===== src/sv/fbgtm_pkg.sv =====
package fbgtm_pkg;

  localparam int unsigned MaxWindowDef  = 16384;
  localparam int unsigned SampleBitsDef = 16;
  localparam int unsigned BinCountDef   = 5;
  localparam int unsigned CoefRegs      = 5;
  localparam int unsigned CoefW         = 19;
  localparam int unsigned StateW        = 48;
  localparam int unsigned WinW          = 15;
  localparam int unsigned PowW          = 32;
  localparam int unsigned RmsW          = 16;
  localparam int unsigned AddrW         = 5;

  localparam logic [2:0] RegWindow = 3'd0;
  localparam logic [2:0] RegCoef0  = 3'd1;
  localparam logic [2:0] RegCoef4  = 3'd5;
  localparam logic [2:0] RegEnable = 3'd6;

  localparam logic [StateW-1:0] StateMax = {1'b0, {(StateW-1){1'b1}}};
  localparam logic [StateW-1:0] StateMin = {1'b1, {(StateW-1){1'b0}}};

  typedef struct packed {
    logic [WinW-1:0] n;
    logic            last;
  } fe_ctl_t;

endpackage


===== src/sv/fbgtm_front.sv =====
module fbgtm_front import fbgtm_pkg::*; #(
  parameter int unsigned MaxWindow  = MaxWindowDef,
  parameter int unsigned SampleBits = SampleBitsDef
) (
  input  logic                         clk_i,
  input  logic                         rst_ni,
  input  logic                         sample_valid_i,
  output logic                         sample_ready_o,
  input  logic signed [SampleBits-1:0] sample_i,
  input  logic [WinW-1:0]              window_length_i,
  output logic                         q_valid_o,
  input  logic                         q_ready_i,
  output logic signed [SampleBits-1:0] q_sample_o,
  output fe_ctl_t                      q_ctl_o
);

  localparam int unsigned CntW = $clog2(MaxWindow + 1);
  localparam logic [CntW-1:0] MaxN = CntW'(MaxWindow);

  logic [CntW-1:0] cnt_q, cnt_d;
  logic [CntW-1:0] n_clamp;
  logic [CntW-1:0] wl_ext;
  logic            acc;
  logic            last;
  logic [1:0]      fill_q, fill_d;
  logic signed [SampleBits-1:0] smp_q [2];
  fe_ctl_t         ctl_q [2];
  logic            wr_q, wr_d, rd_q, rd_d;

  always_comb begin
    wl_ext = (CntW >= WinW) ? CntW'(window_length_i) : CntW'(window_length_i);
    if (CntW > WinW && window_length_i > WinW'(MaxWindow > 32767 ? 32767 : MaxWindow))
      n_clamp = MaxN;
    else if (window_length_i < WinW'(8))
      n_clamp = CntW'(8);
    else if ({{(32-WinW){1'b0}}, window_length_i} > MaxWindow)
      n_clamp = MaxN;
    else
      n_clamp = wl_ext;
  end

  assign sample_ready_o = (fill_q != 2'd2);
  assign acc  = sample_valid_i & sample_ready_o;
  assign last = (cnt_q + CntW'(1)) >= n_clamp;

  always_comb begin
    cnt_d = cnt_q;
    if (acc) cnt_d = last ? '0 : cnt_q + CntW'(1);
  end

  assign q_valid_o  = (fill_q != 2'd0);
  assign q_sample_o = smp_q[rd_q];
  assign q_ctl_o    = ctl_q[rd_q];

  always_comb begin
    fill_d = fill_q;
    wr_d   = wr_q;
    rd_d   = rd_q;
    if (acc) wr_d = ~wr_q;
    if (q_valid_o && q_ready_i) rd_d = ~rd_q;
    if (acc && !(q_valid_o && q_ready_i)) fill_d = fill_q + 2'd1;
    else if (!acc && q_valid_o && q_ready_i) fill_d = fill_q - 2'd1;
  end

  always_ff @(posedge clk_i or negedge rst_ni) begin
    if (!rst_ni) begin
      cnt_q  <= '0;
      fill_q <= '0;
      wr_q   <= 1'b0;
      rd_q   <= 1'b0;
    end else begin
      cnt_q  <= cnt_d;
      fill_q <= fill_d;
      wr_q   <= wr_d;
      rd_q   <= rd_d;
    end
  end

  always_ff @(posedge clk_i) begin
    if (acc) begin
      smp_q[wr_q]      <= sample_i;
      ctl_q[wr_q].n    <= WinW'(n_clamp);
      ctl_q[wr_q].last <= last;
    end
  end

  a_fill_max: assert property (@(posedge clk_i) disable iff (!rst_ni) fill_q != 2'd3)
    else $error("queue overfill");
  a_cnt_rng: assert property (@(posedge clk_i) disable iff (!rst_ni) cnt_q < MaxN)
    else $error("counter out of range");
  a_full_ptr: assert property (@(posedge clk_i) disable iff (!rst_ni)
    (fill_q == 2'd0 || fill_q == 2'd2) |-> wr_q == rd_q)
    else $error("pointer mismatch");

endmodule


===== config.mk =====
export PLATFORM = sky130hd
export DESIGN_NAME = fbgtm_front
export DESIGN_NICKNAME = d
export VERILOG_FILES = /design/src/sv/fbgtm_pkg.sv /design/src/sv/fbgtm_front.sv
export SDC_FILE = /design/constraint.sdc
export NUM_CORES = 1
export LEC_CHECK = 0
export BUFFER_PORTS_ARGS = -buffer_cell sky130_fd_sc_hd__buf_2
export CAP_MARGIN = 20
export CORE_MARGIN = 1.5
export CORE_UTILIZATION = 38
export DETAILED_ROUTE_END_ITERATION = 6
export GPL_TIMING_DRIVEN = 0
export PLACE_DENSITY_LB_ADDON = 0.15
export SYNTH_ARGS = -nofsm -noshare
export SYNTH_HDL_FRONTEND = slang
export SYNTH_SLANG_ARGS = --single-unit

===== constraint.sdc =====
create_clock -name clk_i -period 3.3 [get_ports clk_i]
set_input_delay 0.825 -clock clk_i [delete_from_list [all_inputs] [get_ports clk_i]]
set_output_delay 0.825 -clock clk_i [all_outputs]
set_load 0.01 [all_outputs]

; ---- Word level (Yosys, flattened, before mapping)
; Memories as Yosys holds them, arrays and structs flattened.
; Index checks and enable logic that the tools add are counted.
[totals]
reg_bits = 19
latchBits = 0
ram_bits = 64
romBits = 0
memories = 2
[classes]
addsub = 3
mul = 0
div_mod_pow = 0
order_cmp = 3
eq_ne = 1
shifts = 0
mux = 7
bitwise_logic = 3
n_reduce_logical = 8
[memory_table]
columns = memory, words, word_bits, read_ports, rd_ports_with_merged_regs, wr, line
row1 = ctl_q, 2, 16, 1, 0, 1, fbgtm_front.sv:27  ; fe_ctl_t ctl_q [2];
row2 = smp_q, 2, 16, 1, 0, 1, fbgtm_front.sv:26  ; logic signed [SampleBits-1:0] smp_q [2];
[ops]
columns = cell, n
row1 = $mux W15, 3
row2 = $add A15 B1 Y15 const B, 1
row3 = $ge A15 B15 Y1, 1
row4 = $gt A15 B15 Y1 const B, 1
row5 = $lt A15 B4 Y1 const B, 1
row6 = $logic_and A1 B1 Y1, 4
row7 = $mux W2, 2
row8 = $reduce_bool A2 Y1, 2
row9 = $add A2 B1 Y2 const B, 1
row10 = $logic_not A1 Y1, 2
row11 = $mux W1, 2
row12 = $ne A2 B2 Y1 const B, 1
row13 = $not A1 Y1, 2
row14 = $sub A2 B1 Y2 const B, 1
row15 = $and A1 B1 Y1, 1

; ---- Longest topological paths before layout
[logic_depth]
word_depth = 7
depth_mapped = 14
ltp_nobuf = 11

; ---- Least setup slack after synthesis
; No wires, ideal clock.
[synth_path]
path_type = in2reg
from = input port window_length_i[10]
to = memory ctl_q[0][0] (netlist name), data pin
t_arrival_ns = 2.722
setup_slack_ns = 0.312
path_stages = 11
cell_sequence = nor4_1 > and3_1 > nand2_1 > nand2_1 > nand2_1 > ha_1 > a21oi_1 > o21ai_0 > a21oi_2 > o21ai_0 > buf_2
[synth_via]
elab_chain_len = 4
[synth_rtl]
columns = element, line
row1 = "start, declared", fbgtm_front.sv:10  ; input logic [WinW-1:0] window_length_i,
row2 = $gt A15 B15 Y1, fbgtm_front.sv:36  ; else if ({{(32-WinW){1'b0}}, window_length_i} > MaxWindow)
row3 = $mux W15, fbgtm_front.sv:36
row4 = $mux W15 (*), fbgtm_front.sv:34  ; else if (window_length_i < WinW'(8))
row5 = $ge A15 B15 Y1 (*), fbgtm_front.sv:44  ; assign last = (cnt_q + CntW'(1)) >= n_clamp;
row6 = named net last, fbgtm_front.sv:24  ; logic last;
row7 = "end, declared", fbgtm_front.sv:27
; Mark *: on every way through the listed nets, which the timed path passes. The rest lies on a longest branch.

; ---- Worst setup path after layout
[layout_path]
from = input port window_length_i[10]
to = register cnt_q[1]
[layout_via]
elab_chain_len = 5
[layout_rtl]
columns = element, line
row1 = $gt A15 B15 Y1, fbgtm_front.sv:36
row2 = $mux W15, fbgtm_front.sv:36
row3 = $mux W15 (*), fbgtm_front.sv:34
row4 = $ge A15 B15 Y1 (*), fbgtm_front.sv:44
row5 = named net last, fbgtm_front.sv:24
row6 = $mux W15 (*), fbgtm_front.sv:48  ; if (acc) cnt_d = last ? '0 : cnt_q + CntW'(1);
row7 = "end signal, assigned", fbgtm_front.sv:72  ; cnt_q <= cnt_d;
row8 = "end, declared", fbgtm_front.sv:20  ; logic [CntW-1:0] cnt_q, cnt_d;
; Marked as above.
; A chain may end at the register's enable or synchronous reset.

==> impl_metrics.ini <==
[setup_path]
worstSetupStartpointType = primary input
critPathKind = primary input to flop
max_stage_delay_ps = 420
critical_path.most_common_cell = nand2_1
worstPathRequired_ps = 3540
cp_cell_sequence = buf_2 -> nor4_1 -> and3_1 -> nand2_1 -> nand2_2 -> nand2_1 -> ha_1 -> nand2_1 -> nor2_1 -> nand2_2 -> o21ai_2 -> clkbuf_4 -> o21ai_0
endpoint_kind = flop
critPathArrivalTime_ps = 3310
worst-path-max-fanout = 11
cp_slowest_cell = nor4_1

[global_route]
track_usage_pct = 15.5
grt-ovfl-total = 0
grt_pass1_wl_mm = 13.2
antenna_found_initial = 0
grt_max_degree = 24
grt_pass1_vias = 2592

[floorplanning]
fp.dieH_um = 106
io_pins = 69
die-area_um2 = 11200
start_util_pct = 39.1
core_area_um2 = 10300
die_x_um = 106
row_count = 37

[synth]
syn_area_per_cell_um2 = 12.5
ys_seq_area_share_pct = 59.6
synth_mux_area_share_pct = 9.21
synth_nets = 373
syn_area_um2 = 4020
netlist_instances = 322
synth-edff-count = 64
yosys.area_share.simple_pct = 12.6
yosys-top-cells-area = edfxtp_1, dfrtp_1, mux2_2
synth_ff_type = edfxtp_1
synth_top_cell_by_area = edfxtp_1
ys_ff_latch = 83
synth_cell_type_count = 40
ys_warn_count = 0
synth-adder-area-share_pct = 4.98
synthArstFlopShare_pct = 22.9
synth_top_family_by_area = simple AND/OR/NAND/NOR gates
synth_top_area_share_pct = 47.8
synth_xor_xnor_area_share_pct = 3.27
yosys-top-cells-count = edfxtp_1, nand2_1, mux2_2, dfrtp_1, ha_1
yosysMostFrequentCell = edfxtp_1
synth_compound_area_share_pct = 6.91

[sta]
finalMaxSlewViolations = 0
post-route-worst-setup-slack_ps = 235
clock.fmax_mhz = 326
rsz0062_at_grt = false
fin_crit_sh_pct = 92.9
hold_viol = 0
setup_viol = 0
tns_ps = 0
fin_crit_ps = 3070
clock_skew_ps = 10.6
relSlewSlack_pct = 56.8
worst_pin_slew_ps = 648

[placed_design]
hpwl_mm = 5.87
place_inst = 528
gp_congestion = 0.811
io_buffers = 68
post-place-ws_ps = -625
post_dp_cell_area_um2 = 4590

[route]
vias = 2659
drt_iter0_drc = 153
drc = 0
vias_per_cell = 4.86
dr.pass1.iters = 4
antenna_left = 0
post_drt_wl_per_cell_um = 15.1
drt-total-wl_mm = 8.24

[clock_tree]
cts_hold_buf = 0
cts_tree = built
clock_sinks = 83
path_clk_slew_ps = 100
root_buffer = clkbuf_8
cts_buffers = 9
htree_levels = 3
clock_latency_ps = 360
max-clock-path-buffers = 2

[hold_path]
hold_class = primary input to async pin

[cells_and_area]
final_cells = 547
n_antenna_cell = 0
syn_to_final_growth_pct = 19.9
n_fill_cell = 988
seqCellArea_um2 = 2400
drive_above_1_share_pct = 35.3
fin_nets = 457
final_util_pct = 46.9
multi_input_area_um2 = 1530
fin_area_um2 = 4820

[status]
status = finished, final reports clean

[job]
maxCapViolCount = 0

[power]
ir_drop_mv = 0.293
leakage_nw = 1.99
p_per_area_nw_per_um2 = 714
-- where the power goes --
group / internal [W] / leakage (nW) / switching (W)
Combinational: 0.000556 / 1.06 / 0.000730
Clock: 0.000287 / 0.0925 / 0.000398
Sequential: 0.00138 / 0.835 / 0.0000922
-- per-layer routing --
layer	up-vias	track usage, %	routed length, um
met4	0	5.50	94
met5	-	0	0
met2	48	24.4	3980
li1	1323	-	-
met1	1282	21.1	3820
met3	6	3.46	343
-- state kept, by name, summed over array words and instances (netlist names) --
name and flops:
ctl_q 32, fill_q 2, cnt_q 15, smp_q 32, rd_q 1, wr_q 1
-- worst max-delay path, delay by kind of cell --
family,cells,cell delay [ps]
and+or+nand+nor,8,1460
buffers and inverters,2,370
AOI/OAI and AO/OA,2,350
adders and majority gates,1,280
-- kinds of logic after synthesis --
kind of cell	count (synthesis)
flip-flops	83
adder cells (fa/ha/maj)	16
XOR/XNOR	15
AND/OR/NAND/NOR	102
multiplexers	33
buffers and inverters	29
AO/OA/AOI/OAI	44
-- stage by stage --
stage | power (W) | hold slack (ps)
after floorplan | 0.00231 | 492
after global placement | 0.00271 | 505
after detailed placement | 0.00276 | 518
after CTS | 0.00346 | 405
after global routing | 0.00367 | 430
final | 0.00344 | 407
-- area by class of cell --
| type | count | area share [%] |
|---|---|---|
| Clock inverter | 7 | 1.22 |
| Multi-Input combinational cell | 210 | 31.6 |
| Sequential cell | 83 | 49.8 |
| Tap cell | 136 | 3.53 |
| Inverter | 14 | 1.09 |
| Buffer | 15 | 1.82 |
| Timing Repair Buffer | 73 | 8.36 |
| Clock buffer | 9 | 2.57 |
-- layout by cell type (no fill, tap or decap), types with 7 or more instances in the layout --
cell / netlist / routed
buf_2: 2 / 69
edfxtp_1: 64 / 64
nand2_1: 54 / 52
mux2_2: 32 / 32
dfrtp_1: 19 / 18
ha_1: 16 / 15
inv_1: 14 / 14
o21ai_0: 15 / 13
nor2_1: 13 / 11
o211ai_1: 10 / 10
xnor2_1: 9 / 9
a21oi_1: 9 / 9
clkbuf_8: 0 / 9
clkbuf_1: 8 / 8
and2_1: 7 / 7
-- final timing paths --
check | startpoint | end | slack, ps | cells past startpoint
max | window_length_i[10] | cnt_q[1]$_DFFE_PN0P_ | 230 | 13
min reg2reg | cnt_q[13]$_DFFE_PN0P_ | cnt_q[13]$_DFFE_PN0P_ | 530 | 2
max reg2reg | cnt_q[0]$_DFFE_PN0P_ | cnt_q[1]$_DFFE_PN0P_ | 350 | 13
min in group clk_i | cnt_q[13]$_DFFE_PN0P_ | cnt_q[13]$_DFFE_PN0P_ | 530 | 2
min | rst_ni | cnt_q[2]$_DFFE_PN0P_ | 410 | 1
max in group asynchronous | rst_ni | cnt_q[0]$_DFFE_PN0P_ | 2550 | 1
-- what timing repair did --
item,CTS,global route
resized for setup,2,8
gates cloned,0,0
endpoints found under the setup margin,14,13
pin swaps,1,1
setup buffers,1,2
Power figures use the tool's default switching activity.
